<file path="src/rtl/core/kelt_pkg.sv">
// ----------------------------------------------------------------------------
// kelt_pkg
// Types and constants shared by the keyed latency average table.
// ----------------------------------------------------------------------------
`default_nettype none

package kelt_pkg;

    localparam int VAL_W = 64;
    localparam int KEY_W = 64;
    localparam int AVG_W = 27;
    localparam int CNT_W = 3;
    localparam int ST_W  = 3;

    localparam logic [VAL_W-1:0] CLIP_LOW  = 64'd2000000;
    localparam logic [VAL_W-1:0] CLIP_HIGH = 64'd128000000;
    localparam logic [CNT_W-1:0] COUNT_SAT = 3'd4;

    localparam logic [ST_W-1:0] ST_HIT      = 3'd0;
    localparam logic [ST_W-1:0] ST_MISS     = 3'd1;
    localparam logic [ST_W-1:0] ST_UPDATED  = 3'd2;
    localparam logic [ST_W-1:0] ST_INSERTED = 3'd3;
    localparam logic [ST_W-1:0] ST_FULL     = 3'd4;
    localparam logic [ST_W-1:0] ST_ZERO     = 3'd5;

    // One command as it travels along the row of cells.
    typedef struct packed {
        logic             vld;   // beat present in this stage
        logic             note;  // 1 = note a sample, 0 = lookup
        logic             done;  // status already settled
        logic [ST_W-1:0]  st;    // settled status
        logic [KEY_W-1:0] key;
        logic [VAL_W-1:0] val;   // result value so far
        logic [AVG_W-1:0] smp;   // clipped sample
    } t_beat;

endpackage

`default_nettype wire

</file>
<file path="src/rtl/core/kelt_cell.sv">
// ----------------------------------------------------------------------------
// kelt_cell
// One table entry: compares, updates or claims itself, and passes the beat on.
// ----------------------------------------------------------------------------
`default_nettype none

module kelt_cell
    import kelt_pkg::*;
(
    input  wire logic  i_clk,
    input  wire logic  i_rst_n,
    input  wire logic  i_en,
    input  wire t_beat i_beat,
    output t_beat      o_beat
);

    t_beat              r_beat;
    t_beat              n_beat;
    logic               r_occ;
    logic               n_occ;
    logic [KEY_W-1:0]   r_key;
    logic [KEY_W-1:0]   n_key;
    logic [AVG_W-1:0]   r_avg;
    logic [AVG_W-1:0]   n_avg;
    logic [CNT_W-1:0]   r_cnt;
    logic [CNT_W-1:0]   n_cnt;
    logic               w_act;
    logic               w_hit;
    logic               w_young;
    logic [AVG_W:0]     w_sum;
    logic [AVG_W+3:0]   w_wsum;

    assign w_act   = i_beat.vld && !i_beat.done;
    assign w_hit   = r_occ && (i_beat.key == r_key);
    assign w_young = (r_cnt < COUNT_SAT);

    // (avg + s) / 2 and (7 * avg + s) / 8, both rounded down.
    assign w_sum  = {1'b0, r_avg} + {1'b0, i_beat.smp};
    assign w_wsum = ({1'b0, r_avg, 3'b000} - {4'b0000, r_avg}) + {4'b0000, i_beat.smp};

    always_comb begin
        n_beat = i_beat;
        n_occ  = r_occ;
        n_key  = r_key;
        n_avg  = r_avg;
        n_cnt  = r_cnt;
        if (w_act) begin
            priority if (w_hit) begin
                n_beat.done = 1'b1;
                if (i_beat.note) begin
                    n_beat.st = ST_UPDATED;
                    if (w_young) begin
                        n_avg = w_sum[AVG_W:1];
                        n_cnt = r_cnt + CNT_W'(1);
                    end else begin
                        n_avg = w_wsum[AVG_W+2:3];
                    end
                end else begin
                    n_beat.st  = ST_HIT;
                    n_beat.val = {{(VAL_W-AVG_W){1'b0}}, r_avg};
                end
            end else if (!r_occ && i_beat.note) begin
                // Entries fill in order, so the first free cell takes the key.
                n_beat.done = 1'b1;
                n_beat.st   = ST_INSERTED;
                n_occ       = 1'b1;
                n_key       = i_beat.key;
                n_avg       = i_beat.smp;
                n_cnt       = CNT_W'(1);
            end else begin
                // Another key lives here, or a lookup meets a free cell:
                // the beat passes on unchanged.
            end
        end
    end

    always_ff @(posedge i_clk) begin
        if (!i_rst_n) begin
            r_beat.vld <= 1'b0;
            r_occ      <= 1'b0;
        end else if (i_en) begin
            r_beat <= n_beat;
            r_occ  <= n_occ;
        end
    end

    always_ff @(posedge i_clk) begin
        if (i_en) begin
            r_key <= n_key;
            r_avg <= n_avg;
            r_cnt <= n_cnt;
        end
    end

    assign o_beat = r_beat;

endmodule

`default_nettype wire

</file>
<file path="config.mk">
export PLATFORM = sky130hd
export DESIGN_NAME = kelt_cell
export DESIGN_NICKNAME = d
export VERILOG_FILES = /design/src/rtl/core/kelt_pkg.sv /design/src/rtl/core/kelt_cell.sv
export SDC_FILE = /design/constraint.sdc
export NUM_CORES = 1
export LEC_CHECK = 0
export ABC_AREA = 1
export BUFFER_PORTS_ARGS = -buffer_cell sky130_fd_sc_hd__buf_2
export CAP_MARGIN = 20
export CELL_PAD_IN_SITES_DETAIL_PLACEMENT = 1
export CELL_PAD_IN_SITES_GLOBAL_PLACEMENT = 1
export CORE_ASPECT_RATIO = 1.5
export CORE_UTILIZATION = 37
export CTS_CLUSTER_SIZE = 10
export DETAILED_ROUTE_END_ITERATION = 8
export GPL_TIMING_DRIVEN = 0
export PLACE_DENSITY = 0.78
export SYNTH_ARGS = -nofsm -noshare
export SYNTH_HDL_FRONTEND = slang
export SYNTH_SLANG_ARGS = --single-unit
</file>
<file path="constraint.sdc">
create_clock -name i_clk -period 3.96 [get_ports i_clk]
set_input_delay 0.396 -clock i_clk [delete_from_list [all_inputs] [get_ports i_clk]]
set_output_delay 0.396 -clock i_clk [all_outputs]
set_load 0.01 [all_outputs]
</file>
# After elaboration in Yosys (flattened, before gate mapping)

Index checks and enable logic that the tools add are counted.

ROM bits: 0
Bits in writable memories: 0
Latch bits: 0
Word-level logic and storage cells: 45
Input bits: 164
Output and inout port bits: 161
Register bits: 256
Memories kept: 0

Reductions and logical operators: 10
Shifts and indexed selects: 0
Div/mod/pow operators: 0
$mul: 0
$lt $le $gt $ge: 1
Add/sub/neg operators: 4
Multiplexer cells: 15
Equality and inequality tests: 3
Bitwise gates (word level): 1

Operators with widths:

| kind                  | number |
|---|---|
| $mux W64              | 3 |
| $mux W27              | 4 |
| $eq A64 B64 Y1        | 1 |
| $add A30 B27 Y30      | 1 |
| $sub A30 B27 Y30      | 1 |
| $add A27 B27 Y28      | 1 |
| $mux W3               | 4 |
| $mux W4               | 3 |
| $reduce_and A4 Y1     | 2 |
| $reduce_and A5 Y1     | 1 |
| $add A3 B1 Y3 const B | 1 |
| $logic_and A1 B1 Y1   | 3 |
| $lt A3 B3 Y1 const B  | 1 |
| $logic_not A1 Y1      | 2 |
| $mux W2               | 1 |
| $ne A2 B1 Y1 const B  | 1 |
| $ne A2 B2 Y1 const B  | 1 |
| $reduce_and A2 Y1     | 1 |
| $reduce_bool A2 Y1    | 1 |
| $not A1 Y1            | 1 |

# Logic depth before layout (Yosys ltp)

Gate-level depths: netlist (run 1).

Depth after elaboration: 5
Gate-level depth with buffers: 17
Depth with buffers taken out: 17

# Worst setup path after synthesis (run 1)

OpenSTA, ideal clock, no wires.

Path type: input -> register
Start: in i_rst_n
End: reg r_beat, in the netlist o_beat[0] (enable)
Stages: 2
Buffers on the path: 0
Slack: -61 ps
Library setup time: 512 ps
Data required time: 3448 ps
Arrival time: 3508 ps
Cell sequence: nand2_1 inv_1

Word-level cells in the longest chain between the ends: 1

Ends and longest elaborated chain:

| element                            | RTL line        | text |
|---|---|---|
| start, declared                    | kelt_cell.sv:11 | `input wire logic i_rst_n,` |
| $reduce_and A2 Y1 (no source line) | --              |  |
| end signal, assigned               | kelt_cell.sv:82 | `r_beat <= n_beat;` |
| end, declared                      | kelt_cell.sv:17 | `t_beat r_beat;` |

Every way passes these cells.
A chain may end at the register's enable or synchronous reset.

# Worst setup path after layout (run 1)

Start: reg r_avg[12]
End: reg r_avg[18], data pin

Word-level cells in the longest chain between the ends: 5
Elaborated cells between the ends (all ways): 6
Those cells by class: add/sub (3); mux (3)

Ends and longest elaborated chain:

| element                | RTL line        | text |
|---|---|---|
| start, declared        | kelt_cell.sv:23 | `logic [AVG_W-1:0] r_avg;` |
| start signal, assigned | kelt_cell.sv:90 | `r_avg <= n_avg;` |
| $sub A30 B27 Y30       | kelt_cell.sv:39 | `assign w_wsum = ({1'b0, r_avg, 3'b000} - {4'b0000, r_avg}) + {4'b0000, i_beat.smp};` |
| $add A30 B27 Y30       | kelt_cell.sv:39 |  |
| $mux W27 (*)           | kelt_cell.sv:52 | `if (w_young) begin` |
| $mux W27 (*)           | kelt_cell.sv:50 | `if (i_beat.note) begin` |
| $mux W27 (*)           | kelt_cell.sv:48 | `priority if (w_hit) begin` |

Every way passes the cells marked *; elsewhere a longest branch is shown, timed or not. The select of a mux whose other input is x is not followed.

==> results.md, run 1 <==
* Root Buffer: clkbuf_16
* Post-Syn Nets at 2300
* Post-CTS sizing at 0
* Clock skew at 43.5 ps
* Largest net degree at the start of global routing at 47
* Worst R2R Start: r_avg[12]$_DFFE_PP_
* Drt drc at 0
* Dominant synthesized flop cell: edfxtp_1
* Pwr/cell area at 354 nW/µm²
* Floorplan row count at 93
* Met2 WL at 31500 µm
* Die Area at 44700 µm²
* Gpl congestion at 0.947
* Final nets at 2663
* Hold Path Class: primary input to register
* Dpl cells at 2932
* Highest Signal Layer: met4
* Port Buffers at 324
* Maximum vdd ir drop at 0.253 mV
* Via Count at 14800
* Worst r2r dst: r_avg[18]$_DFFE_PP_
* Pins Over Slew Limit at 0
* Reg2reg path depth at 15
* Netlist cell types at 33
* Initial antenna violation count at 2
* Worst slew margin at 35.2%
* Seq. cell area at 7670 µm²
* Die height at 258 µm
* Grt total ovfl at 0
* Final hold slack at 37.7 ps
* Crit-path max FO at 5
* Commonest cells in the netlist: 633 x nand2_1, 417 x inv_1, 254 x edfxtp_1
* Worst Setup EP: r_avg[18]$_DFFE_PP_
* Setup TNS at 0 ps
* Endpoints failing hold at 0
* Area leader, netlist: edfxtp_1
* Drt total wl at 57700 µm
* Synth Warn # at 0
* Synth top area cells: edfxtp_1 47%, nand2_1 15%, inv_1 9.7%
* Flops & latches, synth at 256
* Filler instances at 5462
* Die Span X at 173 µm
* Layout cells sized above 1 at 15.9%
* Clock latency on the worst-skew pair at 580 ps
* EDFF count, synth at 254
* DR iter-0 viols at 771
* CTS tree: yes
* Mapped Area at 16200 µm²
* PnR worst setup slack at 517 ps
* Critical path class: register to register
* TritonRoute pass-1 iters at 4
* Part of the cycle the worst path needs at 86.9%
* Starting Density at 37.7%
* Asr flop ratio synth at 0%
* DR WL met3 at 1780 µm
* Crit. End Element: register
* Least-Margin Pin Slew at 971 ps
* CP required at 4260 ps
* RSZ-0062 raised after global routing: false
* Reg2Reg Setup Slack at 520 ps
* Post-synthesis sequential area ratio at 47.3%
* HPWL Detailed at 48200 µm
* M1 WL at 20900 µm
* DR vias/cell at 4.98
* Status: finished clean
* Detailed-route wire length per cell at 19.4 µm
* Synthesized area per cell at 7.99 µm²
* Max cap viols at 0
* Postcts setup bufs at 0
* Dpl ws at 422 ps
* Io pins at 325
* TritonCTS Buffers at 30
* H-tree depth at 1
* Post-DRT Antenna Nets at 0
* Clk sinks at 256
* Core area at 43100 µm²
* Vias in the first global route at 16000
* Arr. time, crit path at 3750 ps
* CTS Hold Bufs at 0
* Min Tclk post-route at 3440 ps
* CP startpoint: r_avg[12]$_DFFE_PP_
* Crit start category: register
* Fmax at 290 MHz
* Clock slew at reported path FFs at 60 ps
* Multi-input combinational cell area at 6890 µm²
* Cells after Synth at 2031
* Synth top area share at 47.0%
* Total GRT Usage at 25.6%
* Final Non-Filler Cells at 2979
* CTS Buffer Depth at 3
* Static Leak at 0.00992 µW
* Synth-to-layout area growth at 20.8%
* First-pass GRT wire length at 88000 µm
* Most numerous cell in the Yosys netlist: nand2_1
* Final setup viols at 0
[state kept, by name (all words and copies together) (netlist names)]
register and cells:
o_beat 161, r_avg 27, r_cnt 3, r_key 64, r_occ 1
[per-stage QoR]
step                      power (µW)  instance area (µm²)  util, %
after floorplan                 3920                16200        -
after global placement          4420                18600     43.1
after CTS                       7000                19600     45.5
after detailed placement        4460                18700     43.5
final                           6940                19600     45.5
after global routing            7210                19600     45.5
[how the worst min path moves through the flow]
stage                                to  slack (ps)  cells after the start                     start
3_5_place_dp   o_beat[160]$_SDFFE_PN0P_         560                      2  o_beat[160]$_SDFFE_PN0P_
6_report            r_key[34]$_DFFE_PP_          40                      1               i_beat[125]
2_1_floorplan  o_beat[160]$_SDFFE_PN0P_         490                      1                      i_en
4_1_cts             r_key[34]$_DFFE_PP_          20                      1               i_beat[125]
5_1_grt             r_key[32]$_DFFE_PP_          30                      1               i_beat[123]
3_3_place_gp   o_beat[160]$_SDFFE_PN0P_         520                      2  o_beat[160]$_SDFFE_PN0P_
[worst max-delay path: stages (launching register included)]
cell	delay (ps)
edfxtp_1	450
inv_1	120
fa_1	530
inv_1	50
ha_1	360
nand2_1	110
nor2_1	170
inv_1	90
nor3_1	510
nand3_1	300
nand3_1	140
nand2_1	60
nand3_1	90
nand2_1	70
nand2_1	70
nand2_1	60
[metal layers]
layer  global-route usage (%)  up-vias
met5                        0        -
met4                     15.0        0
met3                     2.19      139
met2                     50.6      392
met1                     25.9     7193
li1                         -     7097
[cell type report]
| cell class | instances | share of cell area [%] |
|---|---|---|
| clock buffers | 42 | 4.11 |
| diodes | 2 | 0.0255 |
| well taps | 570 | 3.64 |
| plain buffers | 23 | 0.556 |
| flip-flops and latches | 256 | 39.1 |
| inverters | 418 | 8.03 |
| clock inverters | 3 | 0.281 |
| multi-input cells | 1334 | 35.2 |
| repair buffers | 331 | 9.03 |
[cells in the final DEF (no fill, tap or decap), types with 16 or more instances in the layout]
| cell type | n |
|---|---|
| a21oi_1 | 63 |
| nor2_1 | 239 |
| xor2_1 | 20 |
| nand2_1 | 633 |
| edfxtp_1 | 254 |
| ha_1 | 80 |
| buf_2 | 330 |
| clkbuf_1 | 22 |
| nand4_1 | 55 |
| fa_1 | 25 |
| inv_1 | 416 |
| clkbuf_16 | 30 |
| nor3_1 | 16 |
| nand3_1 | 98 |
| o21ai_0 | 40 |
[where the power goes]
part | internal (µW) | switching, µW
registers | 3130 | 41.0
clock network | 1460 | 1070
logic | 412 | 826
[logic make-up (layout without fill, tap and decap cells)]
group	Yosys count	after routing	share of synthesized area (%)
and+or+nand+nor	1071	1071	27.2
buffers and inverters	441	817	10.4
DFF	256	256	47.3
AOI/OAI and AO/OA	127	127	4.27
adders and majority gates	105	105	9.26
xor gates and xnor gates	31	31	1.67
other	0	2	0
No activity file was read; power rests on OpenSTA's default activity.
==> run 2: changes to the inputs <==
--- a/config.mk
+++ b/config.mk
@@ -11,11 +11,11 @@
 export CELL_PAD_IN_SITES_DETAIL_PLACEMENT = 1
 export CELL_PAD_IN_SITES_GLOBAL_PLACEMENT = 1
 export CORE_ASPECT_RATIO = 1.5
-export CORE_UTILIZATION = 37
+export CORE_UTILIZATION = 44
 export CTS_CLUSTER_SIZE = 10
 export DETAILED_ROUTE_END_ITERATION = 8
 export GPL_TIMING_DRIVEN = 0
-export PLACE_DENSITY = 0.78
+export PLACE_DENSITY = 0.87
 export SYNTH_ARGS = -nofsm -noshare
 export SYNTH_HDL_FRONTEND = slang
 export SYNTH_SLANG_ARGS = --single-unit
==> constraint.sdc (replaced) <==
create_clock -name i_clk -period 4 [get_ports i_clk]
set_input_delay 0.4 -clock i_clk [delete_from_list [all_inputs] [get_ports i_clk]]
set_output_delay 0.4 -clock i_clk [all_outputs]
set_load 0.01 [all_outputs]
==> run 2 against run 1 <==
- die area down 16%
- register-to-register slack hardly changed
- clock power shrank 6%
- first-iteration DRC count grew 18%
- count of clock-buffer cells in the layout is 2 lower
- combinational power is essentially flat
- non-clock buffer count down 1
- worst setup slack better by 7.5 ps
- maximum frequency down 0.93%
- clock skew down 19 ps
- worst hold slack gained 19 ps
- sequential share of layout area up 0.40 points
- largest cell class unchanged
- highest routed layer unchanged
==> results.md, run 2 (synthesis results as in run 1) <==
* Post-DRT Antenna Nets at 0 (unchanged)
* CTS Hold Bufs at 0 (unchanged)
* CP startpoint: r_avg[12]$_DFFE_PP_
* Floorplan row count at 85 (-8.6%)
* Final hold slack at 57.0 ps (+19.3 ps)
* HPWL Detailed at 49200 µm (+1.9%)
* Layout cells sized above 1 at 15.7% (-0.18 points)
* First-pass GRT wire length at 92800 µm (+5.5%)
* Fmax at 288 MHz (-0.93%)
* Least-Margin Pin Slew at 928 ps (-43.7 ps)
* Maximum vdd ir drop at 0.293 mV (+16%)
* Die height at 237 µm (-8.2%)
* Root Buffer: clkbuf_16
* Vias in the first global route at 16600 (+3.7%)
* Drt total wl at 61100 µm (+5.8%)
* Dpl ws at 478 ps (+56.6 ps)
* DR vias/cell at 5.30 (+6.5%)
* Worst Setup EP: r_avg[18]$_DFFE_PP_
* Reg2reg path depth at 15 (unchanged)
* CP required at 4310 ps (+50 ps)
* Starting Density at 45.0% (+7.3 points)
* Arr. time, crit path at 3780 ps (+30 ps)
* Via Count at 15300 (+3.0%)
* Post-CTS sizing at 0 (unchanged)
* Crit. End Element: register
* RSZ-0062 raised after global routing: false
* Min Tclk post-route at 3480 ps (+32.5 ps)
* Critical path class: register to register
* Die Area at 37700 µm² (-16%)
* Endpoints failing hold at 0 (unchanged)
* Worst r2r dst: r_avg[18]$_DFFE_PP_
* Hold Path Class: primary input to register
* CTS Buffer Depth at 3 (unchanged)
* Fin util at 53.8% (+8.3 points)
* Drt drc at 0 (unchanged)
* Clock latency on the worst-skew pair at 560 ps (-20 ps)
* Clock skew at 24.5 ps (-19.1 ps)
* DR iter-0 viols at 908 (+18%)
* Die Span X at 159 µm (-8.2%)
* H-tree depth at 1 (unchanged)
* Final setup viols at 0 (unchanged)
* Worst slew margin at 38.2% (+2.9 points)
* TritonRoute pass-1 iters at 5 (+1)
* Port Buffers at 324 (unchanged)
* Detailed-route wire length per cell at 21.2 µm (+9.3%)
* Max reg flops at 161 (unchanged)
* PnR worst setup slack at 525 ps (+7.52 ps)
* Io pins at 325 (unchanged)
* Total GRT Usage at 32.4% (+6.7 points)
* TritonCTS Buffers at 29 (-3.3%)
* Gpl congestion at 0.965 (+1.8%)
* Most frequent cells in the layout: 633 x nand2_1, 416 x inv_1, 330 x buf_2, 254 x edfxtp_1, 239 x nor2_1
* Reg2Reg Setup Slack at 520 ps (about the same)
* Max cap viols at 0 (unchanged)
* CTS tree: yes
* Largest net degree at the start of global routing at 53 (+13%)
* Pwr/cell area at 348 nW/µm² (-1.6%)
* Core area at 36100 µm² (-16%)
* Postcts setup bufs at 0 (unchanged)
* Initial antenna violation count at 3 (+1)
* Synth-to-layout area growth at 19.6%
* Static Leak at 0.00988 µW (-0.40%)
* Status: finished clean
* Crit-path max FO at 5 (unchanged)
* Worst R2R Start: r_avg[12]$_DFFE_PP_
* Clk sinks at 256 (unchanged)
* Pins Over Slew Limit at 0 (unchanged)
* Leading cell type in the layout, fill and taps excluded: nand2_1
* Part of the cycle the worst path needs at 86.9% (about the same)
* Crit start category: register
* Final nets at 2661 (-0.075%)
* Clock slew at reported path FFs at 60 ps (about the same)
* Grt total ovfl at 0 (unchanged)
==> run 2: worst min path at each step <==
stage	endpoint	startpoint	depth (start not counted)
floorplan	o_beat[160]$_SDFFE_PN0P_	i_en	1
global placement	o_beat[160]$_SDFFE_PN0P_	o_beat[160]$_SDFFE_PN0P_	2
detailed placement	o_beat[160]$_SDFFE_PN0P_	o_beat[160]$_SDFFE_PN0P_	2
CTS	o_beat[129]$_DFFE_PP_	i_beat[129]	1
global route	o_beat[129]$_DFFE_PP_	i_beat[129]	1
finish	o_beat[129]$_DFFE_PP_	i_beat[129]	1
==> run 2: power by group <==
| part | switching [µW] | total (µW) | leakage, µW | internal, µW |
|---|---|---|---|---|
| Clock | 1050 | 2370 | 0.000378 | 1320 |
| Sequential | 46.2 | 3150 | 0.00237 | 3100 |
| Combinational | 834 | 1240 | 0.00713 | 408 |
| Total | 1930 | 6760 | 0.00988 | 4830 |
==> run 2: stage by stage <==
stage | std cells | instance area (µm²) | total power, µW | TNS, ps
after CTS | 2880 | 19400 | 6780 | 0
after global placement | 2833 | 18400 | 4350 | -167150
after floorplan | 2031 | 16200 | 3890 | 0
final | 2883 | 19400 | 6760 | 0
after global routing | 2883 | 19400 | 6980 | 0
after detailed placement | 2839 | 18600 | 4420 | 0
==> run 2: layout make-up <==
| class | instances | area [µm²] |
|---|---|---|
| fillers | 4517 | 16700 |
| flip-flops and latches | 256 | 7670 |
| multi-input cells | 1334 | 6890 |
| repair buffers | 330 | 1760 |
| inverters | 418 | 1570 |
| clock buffers | 40 | 777 |
| well taps | 478 | 598 |
| plain buffers | 23 | 109 |
| diodes | 3 | 7.51 |
| clock inverters | 1 | 3.75 |
==> run 2: layer usage <==
layer | vias up | global-route usage, % | part of all wire, %
met1 | 7373 | 31.8 | 34
met5 | - | 0 | 0
met2 | 584 | 62.5 | 54
met3 | 225 | 3.21 | 4.3
li1 | 7089 | - | -
met4 | 0 | 23.6 | 7.8
==> run 2: critical path, cell delays in order (launching register included) <==
cell and delay, ps:
edfxtp_1 460, inv_1 130, fa_1 580, inv_1 60, ha_1 380, nand2_1 120, nor2_1 160, inv_1 90
nor3_1 470, nand3_1 290, nand3_1 130, nand2_1 50, nand3_1 120, nand2_1 80, nand2_1 60, nand2_1 50
