===== src/rtl/core/kelt_pkg.sv =====
// ----------------------------------------------------------------------------
// kelt_pkg
// Types and constants shared by the keyed latency average table.
// ----------------------------------------------------------------------------
`default_nettype none

package kelt_pkg;

    localparam int VAL_W = 64;
    localparam int KEY_W = 64;
    localparam int AVG_W = 27;
    localparam int CNT_W = 3;
    localparam int ST_W  = 3;

    localparam logic [VAL_W-1:0] CLIP_LOW  = 64'd2000000;
    localparam logic [VAL_W-1:0] CLIP_HIGH = 64'd128000000;
    localparam logic [CNT_W-1:0] COUNT_SAT = 3'd4;

    localparam logic [ST_W-1:0] ST_HIT      = 3'd0;
    localparam logic [ST_W-1:0] ST_MISS     = 3'd1;
    localparam logic [ST_W-1:0] ST_UPDATED  = 3'd2;
    localparam logic [ST_W-1:0] ST_INSERTED = 3'd3;
    localparam logic [ST_W-1:0] ST_FULL     = 3'd4;
    localparam logic [ST_W-1:0] ST_ZERO     = 3'd5;

    // One command as it travels along the row of cells.
    typedef struct packed {
        logic             vld;   // beat present in this stage
        logic             note;  // 1 = note a sample, 0 = lookup
        logic             done;  // status already settled
        logic [ST_W-1:0]  st;    // settled status
        logic [KEY_W-1:0] key;
        logic [VAL_W-1:0] val;   // result value so far
        logic [AVG_W-1:0] smp;   // clipped sample
    } t_beat;

endpackage

`default_nettype wire


===== src/rtl/core/kelt_front.sv =====
// ----------------------------------------------------------------------------
// kelt_front
// Input stage: decodes a command beat, clips the sample and registers it.
// ----------------------------------------------------------------------------
`default_nettype none

module kelt_front
    import kelt_pkg::*;
(
    input  wire logic             i_clk,
    input  wire logic             i_rst_n,
    input  wire logic             i_en,
    input  wire logic             i_vld,
    input  wire logic             i_note,
    input  wire logic [KEY_W-1:0] i_key,
    input  wire logic [VAL_W-1:0] i_value,
    output t_beat                 o_beat
);

    t_beat            r_beat;
    t_beat            n_beat;
    logic             w_zero;
    logic [VAL_W-1:0] w_clip;

    assign w_zero = (i_value == '0);

    always_comb begin
        priority if (i_value < CLIP_LOW) begin
            w_clip = CLIP_LOW;
        end else if (i_value > CLIP_HIGH) begin
            w_clip = CLIP_HIGH;
        end else begin
            w_clip = i_value;
        end
    end

    always_comb begin
        n_beat      = '0;
        n_beat.vld  = i_vld;
        n_beat.note = i_note;
        n_beat.key  = i_key;
        n_beat.smp  = w_clip[AVG_W-1:0];
        // Notes always report a zero value; a lookup carries its fallback.
        n_beat.val  = i_note ? '0 : i_value;
        // A zero sample settles at once and leaves the table untouched.
        n_beat.done = i_note && w_zero;
        n_beat.st   = ST_ZERO;
    end

    always_ff @(posedge i_clk) begin
        if (!i_rst_n) begin
            r_beat.vld <= 1'b0;
        end else if (i_en) begin
            r_beat <= n_beat;
        end
    end

    assign o_beat = r_beat;

endmodule

`default_nettype wire


===== config.mk =====
export PLATFORM = sky130hd
export DESIGN_NAME = kelt_front
export DESIGN_NICKNAME = d
export VERILOG_FILES = /design/src/rtl/core/kelt_pkg.sv /design/src/rtl/core/kelt_front.sv
export SDC_FILE = /design/constraint.sdc
export NUM_CORES = 1
export LEC_CHECK = 0
export ABC_AREA = 1
export BUFFER_PORTS_ARGS = -buffer_cell sky130_fd_sc_hd__clkbuf_2
export CAP_MARGIN = 20
export CORE_MARGIN = 3
export CORE_UTILIZATION = 45
export DETAILED_ROUTE_END_ITERATION = 10
export PLACE_DENSITY = 0.87
export RECOVER_POWER = 50
export SYNTH_ARGS = -nofsm -noshare
export SYNTH_HDL_FRONTEND = slang
export SYNTH_SLANG_ARGS = --single-unit

===== constraint.sdc =====
create_clock -name i_clk -period 6.23 [get_ports i_clk]
set_input_delay 1.246 -clock i_clk [delete_from_list [all_inputs] [get_ports i_clk]]
set_output_delay 1.246 -clock i_clk [all_outputs]
set_load 0.05 [all_outputs]

# After elaboration in Yosys (flattened, before gate mapping)
# Cells that the tools add are included.
dict set report totals {
  register_bits 158
  input_bits 133
  wordCells 14
  out_inout_bits 161
}
dict set report op_classes {
  order_cmp 2
  mux 1
  reduce_logical 4
}
# cell count
set ops {}
lappend ops {{$gt 64x27->1 const B} 1}
lappend ops {{$logic_not 64->1} 1}
lappend ops {{$lt 64x21->1 const B} 1}
lappend ops {{$mux 27} 1}
lappend ops {{$reduce_and 2->1} 1}
lappend ops {{$reduce_or 2->1} 1}
lappend ops {{$logic_and 1x1->1} 1}

# Longest topological paths before layout
# Gate-level depths: netlist of run 1.
dict set report logic_depth {
  word_depth 2
  depth_mapped 12
  ltp_nobuf 11
}

# Least setup slack after synthesis of run 1
# No wires, ideal clock.
dict set report synth_path {
  path_type {input-to-reg}
  start {input port i_rst_n}
  end {register r_beat, in the netlist o_beat[0], enable pin}
  setup_time_ns 0.509
  path_slack_ns 1.419
  t_required_ns 5.721
  arrival_time_ns 4.301
  n_path_buf 0
  cell_stages 2
  cell_sequence {nand2_1 -> inv_1}
}
dict set report synth_between {
  elab_chain_cells 1
}
# item line
set synth_lines {}
lappend synth_lines {{start, declared} kelt_front.sv:11} ;# input wire logic i_rst_n,
lappend synth_lines {{$reduce_and 2->1 (no source line)} -}
lappend synth_lines {{end signal, assigned} kelt_front.sv:54} ;# r_beat <= n_beat;
lappend synth_lines {{end, declared} kelt_front.sv:20} ;# t_beat r_beat;
# Every way passes these cells.
# A chain may end at the register's enable or synchronous reset.

==> impl_metrics.xml, run 1 <==
<?xml version="1.0" encoding="UTF-8"?>
<metrics>
  <group name="timing">
    <metric name="max_clock_freq" unit="MHz">266</metric>
    <metric name="final_worst_path_cycle_share" unit="%">60.3</metric>
    <metric name="fin_hold_ws" unit="ps">568</metric>
    <metric name="setup_viol_count_final" unit="">0</metric>
    <metric name="timing_max_transition_violations_final" unit="">67</metric>
    <metric name="final_hold_viol_count" unit="">0</metric>
    <metric name="grt_setup_unrepaired" unit="">false</metric>
    <metric name="tightestPinTransition" unit="ps">2920</metric>
    <metric name="total_negative_slack" unit="ps">0</metric>
    <metric name="maxSlewHeadroom" unit="%">-94.6</metric>
    <metric name="clock-skew-final" unit="ps">0</metric>
    <metric name="period_minus_slack" unit="ps">3760</metric>
  </group>
  <group name="critical_path">
    <metric name="worst_path_largest_cell_delay" unit="ps">2060</metric>
    <metric name="cp_data_arrival_time" unit="ps">4020</metric>
    <metric name="path_cells" unit="">clkbuf_2, clkbuf_1, nand4_1, nor2_1, nand2_1, nor3_1</metric>
    <metric name="timing.critical_path.from_type" unit="">primary input</metric>
    <metric name="critical_path.top_delay_family" unit="">buffers and inverters</metric>
    <metric name="timing.rr.start" unit="">o_beat[160]$_SDFFE_PN0P_</metric>
    <metric name="ff2ff_path_depth" unit="">2</metric>
    <metric name="path_class" unit="">primary input to flop</metric>
    <metric name="critical_path_buf_inv_count" unit="">2</metric>
    <metric name="reg2reg_setup_slack" unit="ps">5580</metric>
    <metric name="worst_setup_path_end_kind" unit="">flop</metric>
    <metric name="crit_path_top_delay_cell" unit="">sky130_fd_sc_hd__clkbuf_1</metric>
    <metric name="critical_path_peak_fanout" unit="">66</metric>
    <metric name="timing.critical_path.required" unit="ps">6490</metric>
    <metric name="regToRegEndpoint" unit="">o_beat[160]$_SDFFE_PN0P_</metric>
  </group>
  <group name="clocking">
    <metric name="setup_bufs_post_cts" unit="">0</metric>
    <metric name="clockRootBuffer" unit="">sky130_fd_sc_hd__clkbuf_16</metric>
    <metric name="clkSinkCount" unit="">158</metric>
    <metric name="numCtsBuffers" unit="">17</metric>
    <metric name="cts_repair_resize_count" unit="">0</metric>
    <metric name="clk-insertion-delay-late" unit="ps">410</metric>
    <metric name="clock_tree.buffer_depth" unit="">2</metric>
    <metric name="post_cts_hold_buffer_count" unit="">0</metric>
    <metric name="htree_levels" unit="">4</metric>
    <metric name="worst_path_clk_slew" unit="ps">60</metric>
    <metric name="clock_tree_from_tritoncts" unit="">built</metric>
  </group>
  <group name="global_route">
    <metric name="grt_pass1_wl" unit="um">22800</metric>
    <metric name="initial_antenna_violation_count" unit="">0</metric>
    <metric name="first_global_vias" unit="">4485</metric>
    <metric name="grt.total_usage" unit="%">20.7</metric>
    <metric name="pin_count_of_the_biggest_net_entering_global_routing" unit="">108</metric>
    <metric name="grt_overflow_total" unit="">0</metric>
  </group>
  <group name="yosys">
    <metric name="post_synth_most_frequent_cells" unit="">157 x sky130_fd_sc_hd__edfxtp_1, 110 x sky130_fd_sc_hd__nor2_1, 67 x sky130_fd_sc_hd__inv_1</metric>
    <metric name="synth_top_flop_cell" unit="">sky130_fd_sc_hd__edfxtp_1</metric>
    <metric name="ys.warnings.count" unit="">0</metric>
    <metric name="fraction_of_the_yosys_area_taken_by_sequential_cells" unit="%">78.0</metric>
    <metric name="synthesis.area_per_instance" unit="sq um">13.2</metric>
    <metric name="syn_inst_count" unit="">461</metric>
    <metric name="synth.largest_area_cell" unit="">sky130_fd_sc_hd__edfxtp_1</metric>
    <metric name="synth_top_area_share" unit="%">77.6</metric>
    <metric name="netlist-cell-type-count" unit="">26</metric>
    <metric name="synthTopCellsByArea" unit="">sky130_fd_sc_hd__edfxtp_1 78%, sky130_fd_sc_hd__nor2_1 6.8%, sky130_fd_sc_hd__inv_1 4.1%</metric>
    <metric name="netlist_area" unit="sq um">6070</metric>
    <metric name="synth_async_sr_flop_share" unit="%">0</metric>
    <metric name="yosysMostFrequentCell" unit="">sky130_fd_sc_hd__edfxtp_1</metric>
    <metric name="synth-edff-count" unit="">157</metric>
    <metric name="ys_seq_elements" unit="">158</metric>
  </group>
  <group name="hold_path">
    <metric name="worstHoldPathCells" unit="">2</metric>
    <metric name="hold_path_end" unit="">o_beat[160]$_SDFFE_PN0P_</metric>
    <metric name="hold_path_class" unit="">flop to flop</metric>
    <metric name="min-delay-start" unit="">o_beat[160]$_SDFFE_PN0P_</metric>
  </group>
  <group name="routing">
    <metric name="route.detailed.drc" unit="">0</metric>
    <metric name="via_per_inst" unit="">4.75</metric>
    <metric name="first_pass_iters" unit="">4</metric>
    <metric name="drt.antenna.violating_nets" unit="">0</metric>
    <metric name="drt_first_iter_violations" unit="">346</metric>
    <metric name="avgRoutedWirePerCell" unit="um">16.5</metric>
    <metric name="drt_wl_total" unit="um">15600</metric>
    <metric name="num_vias" unit="">4490</metric>
  </group>
  <group name="job">
    <metric name="max_cap_violations" unit="">1</metric>
  </group>
  <group name="pwr">
    <metric name="max-vdd-ir-drop" unit="uV">146</metric>
    <metric name="cellPowerDensity" unit="nW/um^2">324</metric>
    <metric name="p_leak" unit="nW">3.62</metric>
  </group>
  <group name="layout">
    <metric name="final_net_count" unit="">894</metric>
    <metric name="largest_register_ffs" unit="">158</metric>
    <metric name="fillers" unit="">1012</metric>
    <metric name="antenna_diode_count" unit="">0</metric>
    <metric name="area_delta_synth_final" unit="%">35.5</metric>
    <metric name="share_of_final_layout_standard_cells_stronger_than_drive_strength_1" unit="%">44.4</metric>
  </group>
  <group name="placed_design">
    <metric name="detailed_place_hpwl" unit="um">11800</metric>
    <metric name="port_buffers" unit="">290</metric>
    <metric name="place.gp.congestion" unit="">0.858</metric>
  </group>
  <group name="floorplan">
    <metric name="pin_count" unit="">294</metric>
    <metric name="coreArea" unit="sq um">12900</metric>
    <metric name="rows" unit="">41</metric>
    <metric name="die_width" unit="um">122</metric>
    <metric name="dieArea" unit="sq um">14900</metric>
    <metric name="effective_utilization_at_floorplan" unit="%">47.0</metric>
    <metric name="die-height" unit="um">122</metric>
  </group>
  <group name="run_status">
    <metric name="run_status" unit="">finished, violations left</metric>
    <metric name="violations_in_the_final_reports" unit="">capacitance limit, slew limit</metric>
  </group>
</metrics>
-- worst max-delay path by stage --
stage                 start                  endpoint  slack (ps)  cells past startpoint
finish               i_note     o_beat[158]$_DFFE_PP_        2470                      6
global route         i_note     o_beat[158]$_DFFE_PP_        2100                      6
CTS                    i_en  o_beat[10]$_SDFFCE_PN1P_        3420                      4
detailed placement     i_en  o_beat[43]$_SDFFCE_PP0P_        2980                      4
global placement       i_en  o_beat[17]$_SDFFCE_PN1P_        3020                      4
floorplan           i_rst_n   o_beat[0]$_SDFFCE_PP0P_        1420                      2
-- cell type report --
| class | instances | area (sq um) | area share [%] |
|---|---|---|---|
| Clock buffer | 19 | 433 | 5.26 |
| Clock inverter | 12 | 121 | 1.47 |
| Inverter | 70 | 268 | 3.25 |
| Multi-Input combinational cell | 222 | 998 | 12.1 |
| Sequential cell | 158 | 4730 | 57.5 |
| Tap cell | 172 | 215 | 2.62 |
| Timing Repair Buffer | 292 | 1460 | 17.7 |
-- cells in the final DEF, fill, tap and decap left out, types with 2 or more instances in the layout --
cell type | Yosys | layout
sky130_fd_sc_hd__a21oi_1 | 3 | 3
sky130_fd_sc_hd__bufinv_16 | 0 | 2
sky130_fd_sc_hd__clkbuf_1 | 6 | 6
sky130_fd_sc_hd__clkbuf_16 | 0 | 17
sky130_fd_sc_hd__clkbuf_2 | 0 | 287
sky130_fd_sc_hd__clkinv_2 | 0 | 5
sky130_fd_sc_hd__clkinvlp_4 | 0 | 2
sky130_fd_sc_hd__conb_1 | 2 | 3
sky130_fd_sc_hd__edfxtp_1 | 157 | 157
sky130_fd_sc_hd__inv_1 | 67 | 66
sky130_fd_sc_hd__inv_2 | 3 | 3
sky130_fd_sc_hd__inv_6 | 0 | 2
sky130_fd_sc_hd__nand2_1 | 46 | 46
sky130_fd_sc_hd__nand2_4 | 2 | 2
sky130_fd_sc_hd__nand3_1 | 23 | 23
sky130_fd_sc_hd__nand4_1 | 8 | 8
sky130_fd_sc_hd__nor2_1 | 110 | 110
sky130_fd_sc_hd__nor2_2 | 14 | 14
sky130_fd_sc_hd__nor2_4 | 3 | 3
sky130_fd_sc_hd__nor3_1 | 3 | 3
-- tightest hold or removal path, stage by stage (launching register included) --
cell and delay, ps:
sky130_fd_sc_hd__dfxtp_1 330, sky130_fd_sc_hd__o21ai_0 90, sky130_fd_sc_hd__a21oi_1 110
-- cells by family after synthesis --
| kind of cell | share of synthesized area, % |
|---|---|
| simple gates | 15.8 |
| buf+inv | 5.65 |
| other cells | 0.124 |
| flops | 78.0 |
| compound gates | 0.453 |
-- stage by stage --
stage                     cells  total power, mW  worst slack (ps)  utilization, %  instance area [sq um]
after global routing        945             2.76              2100            63.7                   8230
after detailed placement    914             1.71              2980            59.4                   7680
after global placement      914             1.70              3020            59.4                   7680
after CTS                   945             2.69              3420            63.7                   8240
after floorplan             462             1.59              1420               -                   6080
final                       945             2.67              2470            63.7                   8230
-- per-layer routing --
layer | GRT usage, % | share of wire (%)
met1 | 22.1 | 35
met2 | 36.5 | 52
met3 | 6.78 | 9.4
met4 | 11.1 | 3.6
met5 | 0 | 0
-- report_power, final --
part	total, mW	switching (mW)	internal [mW]
combinational	0.426	0.341	0.0853
clock	0.979	0.395	0.584
sequential	1.26	0.0191	1.24
total	2.67	0.755	1.91
(Power assumes the default switching activity.)
==> run 2, diff against run 1 <==
ABC_AREA = 0   (was 1)
CORE_UTILIZATION = 41   (was 45)
PLACE_DENSITY = 0.85   (was 0.87)
clock period = 3.4 ns   (was 6.23 ns; I/O delays follow)
==> impl_metrics.xml, run 2 <==
<?xml version="1.0" encoding="UTF-8"?>
<metrics>
  <group name="run_status">
    <metric name="run_status" unit="">finished, violations left</metric>
    <metric name="violations_in_the_final_reports" unit="">capacitance limit, slew limit</metric>
  </group>
  <group name="timing">
    <metric name="grt_setup_unrepaired" unit="">false</metric>
    <metric name="timing_max_transition_violations_final" unit="">158</metric>
    <metric name="period_minus_slack" unit="ps">2610</metric>
    <metric name="max_clock_freq" unit="MHz">384</metric>
    <metric name="setup_viol_count_final" unit="">0</metric>
    <metric name="clock-skew-final" unit="ps">0</metric>
    <metric name="maxSlewHeadroom" unit="%">-41.4</metric>
    <metric name="setup_ws" unit="ps">794</metric>
    <metric name="final_hold_viol_count" unit="">0</metric>
    <metric name="tightestPinTransition" unit="ps">2120</metric>
    <metric name="final_worst_path_cycle_share" unit="%">76.7</metric>
    <metric name="total_negative_slack" unit="ps">0</metric>
  </group>
  <group name="floorplan">
    <metric name="rows" unit="">42</metric>
    <metric name="pin_count" unit="">294</metric>
    <metric name="die_width" unit="um">124</metric>
    <metric name="coreArea" unit="sq um">13500</metric>
    <metric name="effective_utilization_at_floorplan" unit="%">42.6</metric>
    <metric name="dieArea" unit="sq um">15400</metric>
    <metric name="die-height" unit="um">124</metric>
  </group>
  <group name="critical_path">
    <metric name="reg2reg_setup_slack" unit="ps">2810</metric>
    <metric name="timing.rr.start" unit="">o_beat[160]$_SDFFE_PN0P_</metric>
    <metric name="timing.critical_path.required" unit="ps">3380</metric>
    <metric name="ff2ff_path_depth" unit="">2</metric>
    <metric name="path_class" unit="">primary input to flop</metric>
    <metric name="timing.critical_path.from_type" unit="">primary input</metric>
    <metric name="cp_data_arrival_time" unit="ps">2590</metric>
    <metric name="regToRegEndpoint" unit="">o_beat[160]$_SDFFE_PN0P_</metric>
    <metric name="worst_setup_path_startpoint" unit="">i_en</metric>
    <metric name="critical_path_peak_fanout" unit="">157</metric>
    <metric name="worst_setup_path_end_kind" unit="">flop</metric>
  </group>
  <group name="clocking">
    <metric name="clock_tree_from_tritoncts" unit="">built</metric>
    <metric name="setup_bufs_post_cts" unit="">0</metric>
    <metric name="numCtsBuffers" unit="">17</metric>
    <metric name="cts_repair_resize_count" unit="">0</metric>
    <metric name="htree_levels" unit="">4</metric>
    <metric name="clock_tree.buffer_depth" unit="">2</metric>
    <metric name="clkSinkCount" unit="">158</metric>
    <metric name="worst_path_clk_slew" unit="ps">60</metric>
    <metric name="clockRootBuffer" unit="">sky130_fd_sc_hd__clkbuf_16</metric>
    <metric name="post_cts_hold_buffer_count" unit="">0</metric>
    <metric name="clk-insertion-delay-late" unit="ps">400</metric>
  </group>
  <group name="pwr">
    <metric name="switching_power" unit="mW">1.33</metric>
    <metric name="netSwitchingFraction" unit="%">28.3</metric>
    <metric name="clockPowerShare" unit="%">34.6</metric>
    <metric name="cellPowerDensity" unit="nW/um^2">597</metric>
    <metric name="power.total" unit="mW">4.68</metric>
    <metric name="power_share_of_the_sequential_group" unit="%">49.6</metric>
    <metric name="max-vdd-ir-drop" unit="uV">260</metric>
    <metric name="power_report.internal_total" unit="mW">3.35</metric>
    <metric name="p_leak" unit="nW">3.18</metric>
    <metric name="combPwrFrac" unit="%">15.8</metric>
  </group>
  <group name="yosys">
    <metric name="yosysMostFrequentCell" unit="">sky130_fd_sc_hd__edfxtp_1</metric>
    <metric name="synth-compound-area-share" unit="%">2.40</metric>
    <metric name="post_synth_most_frequent_cells" unit="">157 x sky130_fd_sc_hd__edfxtp_1, 64 x sky130_fd_sc_hd__nor2b_1, 14 x sky130_fd_sc_hd__and2_1</metric>
    <metric name="synthAdderAreaFrac" unit="%">0</metric>
    <metric name="synth_async_sr_flop_share" unit="%">0</metric>
    <metric name="synth.largest_area_cell" unit="">sky130_fd_sc_hd__edfxtp_1</metric>
    <metric name="ys_seq_elements" unit="">158</metric>
    <metric name="fraction_of_the_yosys_area_taken_by_sequential_cells" unit="%">82.7</metric>
    <metric name="synth-edff-count" unit="">157</metric>
    <metric name="synth_top_flop_cell" unit="">sky130_fd_sc_hd__edfxtp_1</metric>
    <metric name="synthTopCellsByArea" unit="">sky130_fd_sc_hd__edfxtp_1 82%, sky130_fd_sc_hd__nor2b_1 7.0%, sky130_fd_sc_hd__and2_1 1.5%</metric>
    <metric name="ys.warnings.count" unit="">0</metric>
    <metric name="netlist-cell-type-count" unit="">32</metric>
    <metric name="syn_inst_count" unit="">318</metric>
    <metric name="dominant_combinational_cell_family_by_area_after_synthesis" unit="">simple AND/OR/NAND/NOR gates</metric>
    <metric name="netlist_area" unit="sq um">5730</metric>
    <metric name="post_synth_and_or_nand_nor_area_fraction" unit="%">13.4</metric>
    <metric name="synth_xor_area_share" unit="%">0</metric>
    <metric name="synthesis.area_per_instance" unit="sq um">18.0</metric>
    <metric name="synthMuxAreaShare" unit="%">0.175</metric>
    <metric name="synth_top_area_share" unit="%">82.3</metric>
  </group>
  <group name="global_route">
    <metric name="grt_pass1_wl" unit="um">19800</metric>
    <metric name="first_global_vias" unit="">3936</metric>
    <metric name="grt_overflow_total" unit="">0</metric>
    <metric name="pin_count_of_the_biggest_net_entering_global_routing" unit="">158</metric>
    <metric name="initial_antenna_violation_count" unit="">0</metric>
    <metric name="grt.total_usage" unit="%">17.3</metric>
  </group>
  <group name="placed_design">
    <metric name="port_buffers" unit="">290</metric>
    <metric name="detailed_place_hpwl" unit="um">10400</metric>
    <metric name="post-place-ws" unit="ps">520</metric>
    <metric name="place.gp.congestion" unit="">0.870</metric>
  </group>
  <group name="routing">
    <metric name="first_pass_iters" unit="">4</metric>
    <metric name="drt_wl_total" unit="um">13700</metric>
    <metric name="drt.antenna.violating_nets" unit="">0</metric>
    <metric name="avgRoutedWirePerCell" unit="um">17.0</metric>
    <metric name="num_vias" unit="">3867</metric>
    <metric name="via_per_inst" unit="">4.80</metric>
    <metric name="drt_first_iter_violations" unit="">261</metric>
    <metric name="route.detailed.drc" unit="">0</metric>
  </group>
  <group name="layout">
    <metric name="fillers" unit="">1103</metric>
    <metric name="antenna_diode_count" unit="">0</metric>
    <metric name="final_cell_mix" unit="">282 x sky130_fd_sc_hd__clkbuf_2, 157 x sky130_fd_sc_hd__edfxtp_1, 64 x sky130_fd_sc_hd__nor2b_1, 17 x sky130_fd_sc_hd__clkbuf_16, 13 x sky130_fd_sc_hd__and2_1</metric>
    <metric name="share_of_final_layout_standard_cells_stronger_than_drive_strength_1" unit="%">49.3</metric>
    <metric name="final_net_count" unit="">750</metric>
    <metric name="sequential_cell_area" unit="sq um">4730</metric>
    <metric name="multiInputGateArea" unit="sq um">926</metric>
    <metric name="area_delta_synth_final" unit="%">36.9</metric>
    <metric name="layout.cells.most_common" unit="">sky130_fd_sc_hd__clkbuf_2</metric>
    <metric name="largest_register_ffs" unit="">158</metric>
  </group>
  <group name="job">
    <metric name="max_cap_violations" unit="">1</metric>
  </group>
  <group name="hold_path">
    <metric name="hold_path_class" unit="">primary input to flop</metric>
    <metric name="hold_path_end" unit="">o_beat[95]$_DFFE_PP_</metric>
    <metric name="worstHoldPathCells" unit="">1</metric>
    <metric name="min-delay-start" unit="">i_key[4]</metric>
  </group>
</metrics>
run 2: cell families (layout without fill, tap and decap cells):
logic type | Yosys count | after routing
flip-flops | 158 | 158
AND/OR/NAND/NOR | 126 | 126
AO/OA/AOI/OAI | 17 | 17
buffers and inverters | 14 | 324
other | 2 | 3
multiplexers | 1 | 1
run 2: worst max path at each step:
stage                               endpoint  slack, ps
finish              o_beat[69]$_SDFFCE_PP0P_        790
global route        o_beat[35]$_SDFFCE_PP0P_        660
CTS                 o_beat[14]$_SDFFCE_PP0P_        930
detailed placement  o_beat[14]$_SDFFCE_PP0P_        520
global placement     o_beat[3]$_SDFFCE_PP0P_        610
floorplan            o_beat[0]$_SDFFCE_PP0P_        330
run 2: layer usage:
metal,routed length (um),global-route usage [%]
met1,4770,18.3
met2,7200,30.6
met3,1510,7.18
met4,210,6.64
met5,0,0
run 2: critical path, stage by stage:
cell	delay, ps
sky130_fd_sc_hd__clkbuf_1	110
sky130_fd_sc_hd__and2_2	140
sky130_fd_sc_hd__clkbuf_4	1420
run 2: through the flow:
stage               hold WS, ps  util, %  area (sq um)  std cells
floorplan                   743        -          5730        319
global placement            505     54.7          7360        774
detailed placement          521     54.7          7360        774
CTS                         424     58.5          7870        805
global route                422     58.3          7840        805
finish                      447     58.3          7840        805
run 2: power groups by stage:
stage / sequential (mW) / clock [mW] / combinational (mW)
finish: 2.32 / 1.62 / 0.741
global route: 2.33 / 1.74 / 0.777
CTS: 2.32 / 1.66 / 0.750
detailed placement: 2.36 / 0 / 0.748
global placement: 2.35 / 0 / 0.738
floorplan: 2.79 / 0 / 0.0823
run 2: area by class of cell:
class,instances,share of cell area (%)
sequential,158,60.4
timing repair buffer,292,18.5
multi-input combinational,147,11.8
clock buffer,18,5.47
tap,176,2.81
clock inverter,13,0.957
inverter,1,0.0479
